<file path="config.mk">
export PLATFORM = sky130hd
export DESIGN_NAME = knn_classifier
export DESIGN_NICKNAME = d
export VERILOG_FILES = /design/src/design/knn_pkg.sv /design/src/design/knn_dist.sv /design/src/design/knn_cell.sv /design/src/design/knn_chain.sv /design/src/design/knn_vote.sv /design/src/design/knn_classifier.sv
export SDC_FILE = /design/constraint.sdc
export NUM_CORES = 2
export LEC_CHECK = 0
export BUFFER_PORTS_ARGS = -buffer_cell sky130_fd_sc_hd__buf_4
export CORE_ASPECT_RATIO = 1.5
export CORE_MARGIN = 3
export CORE_UTILIZATION = 35
export CTS_CLUSTER_SIZE = 10
export DETAILED_ROUTE_END_ITERATION = 16
export PLACE_DENSITY = 0.48
export SLEW_MARGIN = 20
export SYNTH_ARGS = -nofsm -noshare
export SYNTH_HDL_FRONTEND = slang
export SYNTH_HIERARCHICAL = 1
export SYNTH_SLANG_ARGS = --single-unit
</file>
<file path="constraint.sdc">
create_clock -name clk -period 25.4 [get_ports clk]
set_clock_uncertainty 0.05 [all_clocks]
set_input_delay 5.08 -clock clk [delete_from_list [all_inputs] [get_ports clk]]
set_output_delay 5.08 -clock clk [all_outputs]
set_load 0.03 [all_outputs]
</file>
<file path="src/design/knn_pkg.sv">
package knn_pkg;

  localparam int FEAT_W   = 16;
  localparam int NUM_FEAT = 4;
  localparam int FI_W     = 2;
  localparam int LABEL_W  = 8;
  localparam int SQ_W     = 32;
  localparam int DIST_W   = 35;
  localparam int DIMS_W   = 3;
  localparam int KCFG_W   = 4;
  localparam int CFG_IDX_W = 3;
  localparam int CFG_DAT_W = 16;

  localparam logic [CFG_IDX_W-1:0] CFG_Q0   = 3'd0;
  localparam logic [CFG_IDX_W-1:0] CFG_Q1   = 3'd1;
  localparam logic [CFG_IDX_W-1:0] CFG_Q2   = 3'd2;
  localparam logic [CFG_IDX_W-1:0] CFG_Q3   = 3'd3;
  localparam logic [CFG_IDX_W-1:0] CFG_DIMS = 3'd4;
  localparam logic [CFG_IDX_W-1:0] CFG_K    = 3'd5;

  localparam logic [DIMS_W-1:0] DIMS_RST = 3'd4;
  localparam logic [KCFG_W-1:0] K_RST    = 4'd3;

  typedef struct packed {
    logic signed [FEAT_W-1:0] sample_feature_0;
    logic signed [FEAT_W-1:0] sample_feature_1;
    logic signed [FEAT_W-1:0] sample_feature_2;
    logic signed [FEAT_W-1:0] sample_feature_3;
    logic [LABEL_W-1:0]       sample_label;
    logic                     last_sample;
  } knn_in_t;

  typedef struct packed {
    logic [LABEL_W-1:0] predicted_label;
    logic               too_few_samples;
  } knn_out_t;

  typedef struct packed {
    logic               valid;
    logic [DIST_W-1:0]  sq_dist;
    logic [LABEL_W-1:0] label;
    logic               last;
  } knn_samp_t;

  typedef struct packed {
    logic upd;
    logic at_last;
  } knn_cell_ctl_t;

endpackage

</file>
<file path="src/design/knn_dist.sv">
module knn_dist import knn_pkg::*; (
  input  logic                               clk,
  input  logic                               rst_n,
  input  logic                               accept,
  input  knn_in_t                            in_data,
  input  logic [NUM_FEAT-1:0][FEAT_W-1:0]    query,
  input  logic [DIMS_W-1:0]                  dims_eff,
  output knn_samp_t                          samp,
  output logic                               last_pend
);

  logic [NUM_FEAT-1:0][FEAT_W-1:0] feat;
  logic [NUM_FEAT-1:0][SQ_W-1:0]   sq_nxt;
  logic [NUM_FEAT-1:0][SQ_W-1:0]   sq_r;
  logic                            a_valid_r;
  logic                            a_last_r;
  logic [LABEL_W-1:0]              a_label_r;
  logic [DIST_W-1:0]               sum_nxt;
  knn_samp_t                       b_r;

  assign feat[0] = in_data.sample_feature_0;
  assign feat[1] = in_data.sample_feature_1;
  assign feat[2] = in_data.sample_feature_2;
  assign feat[3] = in_data.sample_feature_3;

  always_comb begin
    logic signed [FEAT_W:0] diff;
    logic [FEAT_W-1:0]      mag;
    for (int d = 0; d < NUM_FEAT; d++) begin
      diff = $signed({query[d][FEAT_W-1], query[d]}) - $signed({feat[d][FEAT_W-1], feat[d]});
      mag  = diff[FEAT_W] ? FEAT_W'(-diff) : diff[FEAT_W-1:0];
      if (DIMS_W'(d) < dims_eff) begin
        sq_nxt[d] = mag * mag;
      end else begin
        sq_nxt[d] = '0;
      end
    end
  end

  always_comb begin
    sum_nxt = '0;
    for (int d = 0; d < NUM_FEAT; d++) begin
      sum_nxt = sum_nxt + DIST_W'(sq_r[d]);
    end
  end

  always_ff @(posedge clk) begin
    if (!rst_n) begin
      a_valid_r <= 1'b0;
      b_r.valid <= 1'b0;
    end else begin
      a_valid_r <= accept;
      b_r.valid <= a_valid_r;
    end
    sq_r        <= sq_nxt;
    a_label_r   <= in_data.sample_label;
    a_last_r    <= in_data.last_sample;
    b_r.sq_dist <= sum_nxt;
    b_r.label   <= a_label_r;
    b_r.last    <= a_last_r;
  end

  assign samp      = b_r;
  assign last_pend = (a_valid_r && a_last_r) || (b_r.valid && b_r.last);

endmodule

</file>
<file path="src/design/knn_cell.sv">
module knn_cell import knn_pkg::*; (
  input  logic               clk,
  input  logic               occ,
  input  knn_cell_ctl_t      ctl,
  input  logic [DIST_W-1:0]  new_dist,
  input  logic [LABEL_W-1:0] new_label,
  input  logic [DIST_W-1:0]  left_dist,
  input  logic [LABEL_W-1:0] left_label,
  input  logic               left_gt,
  output logic               gt,
  output logic [DIST_W-1:0]  dist_r,
  output logic [LABEL_W-1:0] label_r
);

  logic [DIST_W-1:0]  dist_nxt;
  logic [LABEL_W-1:0] label_nxt;

  assign gt = occ && (dist_r > new_dist);

  always_comb begin
    dist_nxt  = dist_r;
    label_nxt = label_r;
    if (ctl.upd) begin
      if (left_gt) begin
        dist_nxt  = left_dist;
        label_nxt = left_label;
      end else if (gt || ctl.at_last) begin
        dist_nxt  = new_dist;
        label_nxt = new_label;
      end
    end
  end

  always_ff @(posedge clk) begin
    dist_r  <= dist_nxt;
    label_r <= label_nxt;
  end

endmodule

</file>
<file path="src/design/knn_chain.sv">
module knn_chain import knn_pkg::*; #(
  parameter int MAX_K = 8
) (
  input  logic                              clk,
  input  logic                              rst_n,
  input  knn_samp_t                         samp,
  input  logic [$clog2(MAX_K+1)-1:0]        k_eff,
  output logic [MAX_K-1:0][LABEL_W-1:0]     labels,
  output logic                              vote_load,
  output logic [$clog2(MAX_K+1)-1:0]        vote_n,
  output logic                              vote_few
);

  localparam int CNT_W = $clog2(MAX_K + 1);
  localparam int IDX_W = (MAX_K > 1) ? $clog2(MAX_K) : 1;

  logic [CNT_W-1:0]                count_r;
  logic [CNT_W-1:0]                count_nxt;
  logic [CNT_W-1:0]                cnt_e;
  logic [CNT_W-1:0]                last_pos;
  logic [CNT_W-1:0]                n_post;
  logic                            full;
  logic                            ins;
  logic [MAX_K-1:0]                gt_v;
  logic [MAX_K-1:0][DIST_W-1:0]    dist_v;

  assign cnt_e    = (count_r > k_eff) ? k_eff : count_r;
  assign full     = (cnt_e >= k_eff);
  assign last_pos = full ? (k_eff - CNT_W'(1)) : cnt_e;
  assign ins      = samp.valid && (!full || gt_v[last_pos[IDX_W-1:0]]);
  assign n_post   = full ? cnt_e : (cnt_e + CNT_W'(1));

  for (genvar i = 0; i < MAX_K; i++) begin : g_cell
    knn_cell_ctl_t ctl;
    logic          occ;

    assign occ         = (CNT_W'(i) < cnt_e);
    assign ctl.upd     = ins && (CNT_W'(i) <= last_pos);
    assign ctl.at_last = (CNT_W'(i) == last_pos);

    if (i == 0) begin : g_head
      knn_cell u_cell (
        .clk        (clk),
        .occ        (occ),
        .ctl        (ctl),
        .new_dist   (samp.sq_dist),
        .new_label  (samp.label),
        .left_dist  ('0),
        .left_label ('0),
        .left_gt    (1'b0),
        .gt         (gt_v[i]),
        .dist_r     (dist_v[i]),
        .label_r    (labels[i])
      );
    end else begin : g_body
      knn_cell u_cell (
        .clk        (clk),
        .occ        (occ),
        .ctl        (ctl),
        .new_dist   (samp.sq_dist),
        .new_label  (samp.label),
        .left_dist  (dist_v[i-1]),
        .left_label (labels[i-1]),
        .left_gt    (gt_v[i-1]),
        .gt         (gt_v[i]),
        .dist_r     (dist_v[i]),
        .label_r    (labels[i])
      );
    end
  end

  always_comb begin
    count_nxt = count_r;
    if (samp.valid) begin
      count_nxt = samp.last ? '0 : n_post;
    end
  end

  always_ff @(posedge clk) begin
    if (!rst_n) begin
      count_r <= '0;
    end else begin
      count_r <= count_nxt;
    end
  end

  assign vote_load = samp.valid && samp.last;
  assign vote_n    = n_post;
  assign vote_few  = (n_post < k_eff);

endmodule

</file>
<file path="src/design/knn_vote.sv">
module knn_vote import knn_pkg::*; #(
  parameter int MAX_K = 8
) (
  input  logic                              clk,
  input  logic                              rst_n,
  input  logic [MAX_K-1:0][LABEL_W-1:0]     labels,
  input  logic                              load,
  input  logic [$clog2(MAX_K+1)-1:0]        n,
  input  logic                              few,
  input  logic                              out_stall,
  output logic                              out_valid,
  output knn_out_t                          out_data,
  output logic                              busy
);

  localparam int CNT_W = $clog2(MAX_K + 1);
  localparam int IDX_W = (MAX_K > 1) ? $clog2(MAX_K) : 1;

  localparam logic [1:0] ST_IDLE = 2'd0;
  localparam logic [1:0] ST_RUN  = 2'd1;
  localparam logic [1:0] ST_OUT  = 2'd2;

  logic [1:0]         state_r, state_nxt;
  logic [IDX_W-1:0]   idx_r, idx_nxt;
  logic [CNT_W-1:0]   n_r, n_nxt;
  logic [CNT_W-1:0]   bestn_r, bestn_nxt;
  logic [LABEL_W-1:0] best_r, best_nxt;
  logic               few_r, few_nxt;
  logic [LABEL_W-1:0] cur;
  logic [CNT_W-1:0]   hits;
  logic               better;

  assign cur = labels[idx_r];

  always_comb begin
    hits = '0;
    for (int j = 0; j < MAX_K; j++) begin
      if ((CNT_W'(j) < n_r) && (labels[j] == cur)) begin
        hits = hits + CNT_W'(1);
      end
    end
  end

  assign better = (hits > bestn_r) || ((hits == bestn_r) && (cur < best_r));

  always_comb begin
    state_nxt = state_r;
    idx_nxt   = idx_r;
    n_nxt     = n_r;
    bestn_nxt = bestn_r;
    best_nxt  = best_r;
    few_nxt   = few_r;
    unique case (state_r)
      ST_IDLE: begin
        if (load) begin
          idx_nxt   = '0;
          n_nxt     = n;
          bestn_nxt = '0;
          best_nxt  = '0;
          few_nxt   = few;
          state_nxt = (n == '0) ? ST_OUT : ST_RUN;
        end
      end
      ST_RUN: begin
        if (better) begin
          bestn_nxt = hits;
          best_nxt  = cur;
        end
        idx_nxt = idx_r + IDX_W'(1);
        if ((CNT_W'(idx_r) + CNT_W'(1)) == n_r) begin
          state_nxt = ST_OUT;
        end
      end
      ST_OUT: begin
        if (!out_stall) begin
          state_nxt = ST_IDLE;
        end
      end
      default: state_nxt = ST_IDLE;
    endcase
  end

  always_ff @(posedge clk) begin
    if (!rst_n) begin
      state_r <= ST_IDLE;
    end else begin
      state_r <= state_nxt;
    end
    idx_r   <= idx_nxt;
    n_r     <= n_nxt;
    bestn_r <= bestn_nxt;
    best_r  <= best_nxt;
    few_r   <= few_nxt;
  end

  assign out_valid                = (state_r == ST_OUT);
  assign out_data.predicted_label = best_r;
  assign out_data.too_few_samples = few_r;
  assign busy                     = (state_r != ST_IDLE);

endmodule

</file>
<file path="src/design/knn_classifier.sv">
// Channel   Direction  Handshake           Payload
// in        input      in_valid/in_stall   knn_in_t: four features, label, last flag
// out       output     out_valid/out_stall knn_out_t: predicted label, too-few flag
// cfg       input      cfg_valid/cfg_ready cfg_index selects register, cfg_data value
//
// Samples are taken one per cycle while in_stall is low; the squared differences and
// then their sum are registered before the neighbor chain inserts the sample by
// parallel compare-and-shift. A last sample holds in_stall high until its result is
// taken, through any out_stall time; the vote unit scans the list one entry a cycle.
// Reset is synchronous active low; config registers return to their defaults and the
// list is emptied. cfg_ready is always high.
module knn_classifier import knn_pkg::*; #(
  parameter int MAX_K = 8
) (
  input  logic                 clk,
  input  logic                 rst_n,
  input  logic                 in_valid,
  output logic                 in_stall,
  input  knn_in_t              in_data,
  output logic                 out_valid,
  input  logic                 out_stall,
  output knn_out_t             out_data,
  input  logic                 cfg_valid,
  output logic                 cfg_ready,
  input  logic [CFG_IDX_W-1:0] cfg_index,
  input  logic [CFG_DAT_W-1:0] cfg_data
);

  localparam int CNT_W = $clog2(MAX_K + 1);

  logic [NUM_FEAT-1:0][FEAT_W-1:0] query_r, query_nxt;
  logic [DIMS_W-1:0]               dims_r, dims_nxt;
  logic [KCFG_W-1:0]               k_r, k_nxt;
  logic [DIMS_W-1:0]               dims_eff;
  logic [CNT_W-1:0]                k_eff;
  logic                            accept;
  logic                            last_pend;
  knn_samp_t                       samp;
  logic [MAX_K-1:0][LABEL_W-1:0]   labels;
  logic                            vote_load;
  logic [CNT_W-1:0]                vote_n;
  logic                            vote_few;
  logic                            vote_busy;

  assign cfg_ready = 1'b1;

  always_comb begin
    query_nxt = query_r;
    dims_nxt  = dims_r;
    k_nxt     = k_r;
    if (cfg_valid && cfg_ready) begin
      unique case (cfg_index) inside
        CFG_Q0, CFG_Q1, CFG_Q2, CFG_Q3: query_nxt[cfg_index[FI_W-1:0]] = cfg_data;
        CFG_DIMS: dims_nxt = cfg_data[DIMS_W-1:0];
        CFG_K:    k_nxt    = cfg_data[KCFG_W-1:0];
        default: ;
      endcase
    end
  end

  always_ff @(posedge clk) begin
    if (!rst_n) begin
      query_r <= '0;
      dims_r  <= DIMS_RST;
      k_r     <= K_RST;
    end else begin
      query_r <= query_nxt;
      dims_r  <= dims_nxt;
      k_r     <= k_nxt;
    end
  end

  always_comb begin
    if (dims_r == '0) begin
      dims_eff = DIMS_W'(1);
    end else if (int'(dims_r) > NUM_FEAT) begin
      dims_eff = DIMS_W'(NUM_FEAT);
    end else begin
      dims_eff = dims_r;
    end
  end

  always_comb begin
    if (k_r == '0) begin
      k_eff = CNT_W'(1);
    end else if (int'(k_r) > MAX_K) begin
      k_eff = CNT_W'(MAX_K);
    end else begin
      k_eff = CNT_W'(k_r);
    end
  end

  assign in_stall = vote_busy || last_pend;
  assign accept   = in_valid && !in_stall;

  knn_dist u_dist (
    .clk       (clk),
    .rst_n     (rst_n),
    .accept    (accept),
    .in_data   (in_data),
    .query     (query_r),
    .dims_eff  (dims_eff),
    .samp      (samp),
    .last_pend (last_pend)
  );

  knn_chain #(.MAX_K(MAX_K)) u_chain (
    .clk       (clk),
    .rst_n     (rst_n),
    .samp      (samp),
    .k_eff     (k_eff),
    .labels    (labels),
    .vote_load (vote_load),
    .vote_n    (vote_n),
    .vote_few  (vote_few)
  );

  knn_vote #(.MAX_K(MAX_K)) u_vote (
    .clk       (clk),
    .rst_n     (rst_n),
    .labels    (labels),
    .load      (vote_load),
    .n         (vote_n),
    .few       (vote_few),
    .out_stall (out_stall),
    .out_valid (out_valid),
    .out_data  (out_data),
    .busy      (vote_busy)
  );

endmodule

</file>
* Word level (Yosys, flattened, before mapping)
Index checks and enable logic that the tools add are counted.
** Storage, ports and cells
- Register bits after elaboration :: 624
- Input port bits :: 97
- Output and inout port bits :: 12
- Word-level logic and storage cells :: 284
** Operators by class
- Add/subtract/negate cells :: 22
- Multiply operators :: 4
- Order comparisons :: 47
- Equal/unequal tests :: 28
- Multiplexer cells :: 68
- Reductions and logical operators :: 75
** Operators with widths (count)
- $mux W35 :: 14
- $gt A35 B35 Y1 :: 8
- $mux W8 :: 17
- $mul A16 B16 Y32 :: 4
- $mux W16 :: 5
- $add A35 B32 Y35 :: 2
- $sub A16 B16 Y17 :: 4
- $bwmux W64 :: 1
- $eq A8 B8 Y1 :: 8
- $neg A16 Y16 :: 4
- $mux W4 :: 15
- $add A32 B32 Y33 :: 1
- $demux W16 S2 :: 1
- $lt A3 B4 Y1 const A :: 8
- $logic_and A1 B1 Y1 :: 30
- $add A4 B1 Y4 const B :: 7
- $reduce_and A2 Y1 :: 13
- $bmux W8 S3 :: 1
- $reduce_bool A2 Y1 :: 9
- $eq A3 B4 Y1 const A :: 4
- $le A3 B4 Y1 const A :: 4
- $lt A1 B4 Y1 const A :: 4
- $lt A2 B4 Y1 const A :: 4
- $pmux W8 S2 :: 1
- other kinds (41) :: 75

* Logic depth before layout (Yosys ltp)
- Depth after elaboration :: 24
- Mapped depth :: 38
- Gate-level depth less buffers :: 37

* Modules after synthesis
Netlist, hierarchy kept.
** By module, submodules not included
- knn_dist :: times used 1, cells each 4547, area each 39947.1 um2, sequential area each 3563.4 um2
- knn_cell :: times used 8, cells each 258, area each 2671.3 um2, sequential area each 1291.2 um2
- knn_vote :: times used 1, cells each 339, area each 3131.8 um2, sequential area each 640.6 um2
- knn_classifier :: times used 1, cells each 271, area each 2760.1 um2, sequential area each 1421.4 um2
- knn_chain :: times used 1, cells each 137, area each 1058.5 um2, sequential area each 80.1 um2

* Worst setup path after synthesis
OpenSTA, ideal clock, no wires.
- Kind :: input to register
- Start :: input in_data[10] (netlist bit)
- End :: register u_dist/sq_r[127] (netlist bit)
- Setup time :: 70 ps
- Arrival time :: 13539 ps
- Required time :: 25280 ps
- Slack :: 11741 ps
- Stages :: 31
- Buffers on the path :: 1
- Cell sequence :: inv_1 -> ha_1 -> nor2b_1 -> o2111a_1 -> o31a_1 -> or4_1 -> a22oi_1 -> nand4bb_1 -> o41ai_1 -> xnor2_1 -> buf_2 -> nor2_1 -> fa_1 -> fa_1 -> fa_1 -> fa_1 -> fa_1 -> inv_1 -> fa_1 -> inv_1 -> ha_1 -> and3_1 -> nand4_1 -> or4b_2 -> o211ai_1 -> o211ai_1 -> a31oi_1 -> o22ai_1 -> xnor2_1 -> or3_1 -> a21oi_1
** Between the ends
- Longest elaborated chain between the ends :: 4
** RTL lines
- start: declaration :: RTL line knn_classifier.sv:19 : input knn_in_t in_data,
- $sub A16 B16 Y17 * :: RTL line knn_dist.sv:30 : diff = $signed({query[d][FEAT_W-1], query[d]}) - $signed({feat[d][FEAT_W-1], feat[d]});
- $neg A16 Y16 :: RTL line knn_dist.sv:31 : mag = diff[FEAT_W] ? FEAT_W'(-diff) : diff[FEAT_W-1:0];
- $mux W16 * :: RTL line knn_dist.sv:31
- $mul A16 B16 Y32 * :: RTL line knn_dist.sv:33 : sq_nxt[d] = mag * mag;
- end signal: assignment :: RTL line knn_dist.sv:55 : sq_r <= sq_nxt;
- end: declaration :: RTL line knn_dist.sv:14 : logic [NUM_FEAT-1:0][SQ_W-1:0] sq_r;
Mark *: on every way between the ends. The rest lies on a longest branch, timed or not.
A chain may end at the register's enable or synchronous reset.

* Worst setup path after layout
- Start :: input in_data[41] (netlist bit)
- End :: register u_dist/sq_r[63] (netlist bit)
Same word-level chain as after synthesis.

==> summary.md <==
| Metric | Value |
|---|---|
| Share of cells above drive strength 1 | 7.221% |
| Vias/cell | roughly 5 |
| Vias | slightly above 50000 |
| Cell area after synthesis | a little under 70000 µm² |
| Die area | 200500 µm² |
| Total gr overflow | 0 |
| Critical Path AT | ~15 ns |
| Crit start category | input port |
| Post-Route WL | between 200 and 250 mm |
| Gr usage total | about a fifth |
| H-tree Lvls | 3 |
| Core box area | 193000 µm² |
| Vias in the first global route | roughly 55000 |
| Area contributors post-synth | fa_1, edfxtp_1, ha_1, inv_1, dfxtp_1 |
| Crit-path max FO | 11 |
| Clk slew on worst S/H paths | 0.05 ns |
| Synth-to-Final Area Change | 9.917% |
| WHS | 0.2750 ns |
| Number of synthesized flops with an enable pin | around 360 |
| Crit path from | in_data[41] |
| Achievable clock frequency | 68.17 MHz |
| R2R Path Start | query_r[16] |
| Dpl hpwl | 168.1 mm |
| Worst-Margin Slew | around 1.2 ns |
| Seq/Total Area, Yosys | around a quarter |
| Slew Limit Fails | 0 |
| Final hold violation count | 0 |
| Ys flop type | edfxtp_1 |
| Worst hold path class | flip-flop to flip-flop |
| Clock Latency Late Sink | 0.68 ns |
| Drt drc | 0 |
| CTS tree | built |
| Worst Reg-to-Reg Cells | 36 |
| Synth top area share | about a fifth |
| Pin count of the biggest net entering global routing | 90 |
| Initial Utilization | between 30% and 40% |
| CP peak stage delay | between 0.8 and 0.9 ns |
| TritonCTS Buffers | 80 |
| Fill cells | 19560 |
| Pre-Repair DR Iteration Count | 5 |
| Tcrit/Tclk final | just under 60% |
| Final Non-Filler Cells | 10140 |
| Maximum buffer depth of the clock tree | 3 |
| Post-route cell area | approximately 75000 µm² |
| HP Start | u_dist/a_label_r[7] |
| Total Neg Setup Slack | 0 ns |
| Initial antenna violation count | 2 |
| MaxCap Viol Count | 0 |
| First-pass GRT wire length | ~310 mm |
| Critical path required time | about 26 ns |
| Yosys Warn Count | 6 |
| Hold Path Stages | 0 |
| Die height | ~550 µm |
| CTS resizes | 0 |
| Seq. cell area | ~16000 µm² |
| Critical setup path kind | input port to flip-flop |
| Relative slew slack | a little under a quarter |
| Final worst path period need | 14.67 ns |
| Post-synth top cells | inv_1, ha_1, nand2_1, fa_1, nor2_1 |
| Syn Area/Cell | about 9 µm² |
| Multi-input logic area | roughly 47000 µm² |
| Post-synthesis cell type count | approximately 120 |
| Final setup viols | 0 |
| CTS sink cnt | a little over 600 |
| Placed insts | roughly 10000 |
| I/O pins | between 100 and 150 |
| Area leader, netlist | fa_1 |
| Die Wd | around 370 µm |
| Most common cell on crit path | inv_1 |
| Antenna-violating nets left | 0 |
| Async set-or-reset flop fraction in the synthesized netlist | 0% |
| Cell at the slowest stage of the critical path | a2111oi_0 |
| Port Buffer Count | approximately 110 |
| Row cnt | a little under 200 |
| Number of buffers added for setup after CTS | 0 |
| Nets | around 9100 |
| Iter 0 DRT Violations | 2329 |
| Number of synthesized register bits | around 620 |
| Dpl cell area | roughly 72000 µm² |
| Clk root buf | clkbuf_16 |
| Outcome | complete, no violations |
| CTS Hold Bufs | 0 |
| Most numerous cell in the Yosys netlist | inv_1 |
| Gpl congestion | about 0.91 |
| Routed wire per std cell | 19.91 µm |
| Syn Inst Count | ~7400 |
| Crit. End Element | flip-flop |
| RSZ-0062 raised after global routing | false |
per-layer routing:
metal  track usage [%]  vias up  share of wire [%]
met3             1.631      339                2.4
met5                 0        -                  0
li1                  -    24570                  -
met4             9.130        0                5.0
met1             20.31    24820                 36
met2             41.06      826                 56
state kept, by name, summed over array words and instances (netlist names):
signal / cells
u_dist/sq_r: 124
u_chain/g_cell.g_body.u_cell/dist_r: 245
query_r: 64
u_dist/a_last_r: 1
u_dist/a_valid_r: 1
u_chain/g_cell.g_head.u_cell/dist_r: 35
dims_r: 3
u_vote/few_r: 1
u_vote/best_r: 8
u_vote/state_r: 2
u_vote/bestn_r: 4
u_chain/count_r: 4
u_dist/a_label_r: 8
u_vote/n_r: 4
u_chain/g_cell.g_head.u_cell/label_r: 8
k_r: 4
u_dist/samp: 44
u_chain/g_cell.g_body.u_cell/label_r: 56
u_vote/idx_r: 3
cell type report:
type / instances / area share (%)
multi-input cells: 5203 / 62.06
flip-flops and latches: 619 / 21.37
inverters: 1391 / 6.958
well taps: 2587 / 4.314
clock buffers: 122 / 3.038
repair buffers: 191 / 1.921
clock inverters: 21 / 0.3301
diodes: 2 / 0.006670
cells in the final DEF, fill, tap and decap left out, types with 80 or more instances in the layout:
master,n
buf_4,189
nor2_1,506
nand3_1,85
ha_1,796
dfxtp_1,255
mux2i_1,97
fa_1,716
a21o_1,128
xor2_1,136
a21oi_1,291
mux2_2,81
nor3_1,90
clkbuf_16,80
nand2_1,743
xnor2_1,179
o21ai_0,422
edfxtp_1,364
inv_1,1370
path summary, 6_finish.rpt:
path              slack, ns         endpoint
setup / recovery      10.73  u_dist/sq_r[63]
hold / removal         0.28   u_dist/samp[8]
setup reg to reg      14.88  u_dist/sq_r[63]
hold reg to reg        0.28   u_dist/samp[8]
metrics by stage:
stage                     worst slack [ns]  utilization, %
final                                10.73           38.88
after global routing                 9.796           38.88
after CTS                            10.70           38.86
after detailed placement             9.967           37.55
after global placement               10.04           37.54
after floorplan                      11.74               -
cell families after synthesis:
kind of cell               share of synthesized area, %
DFF                                               23.49
adders and majority gates                         35.59
other                                           0.01649
and+or+nand+nor                                   12.89
muxes                                             3.022
xor gates and xnor gates                          4.400
AOI/OAI and AO/OA                                 11.72
buffers and inverters                             8.876
critical path, delay by kind of cell:
family,cells,cell delay (ns)
AO/OA/AOI/OAI,12,3.98
XOR/XNOR,1,0.66
adder cells (fa/ha/maj),9,3.55
buffers and inverters,9,1.02
AND/OR/NAND/NOR,5,0.92
Power is left out: the tool's default activity adds up to more than one toggle a clock period on the data nets, which glitch-free logic cannot reach.
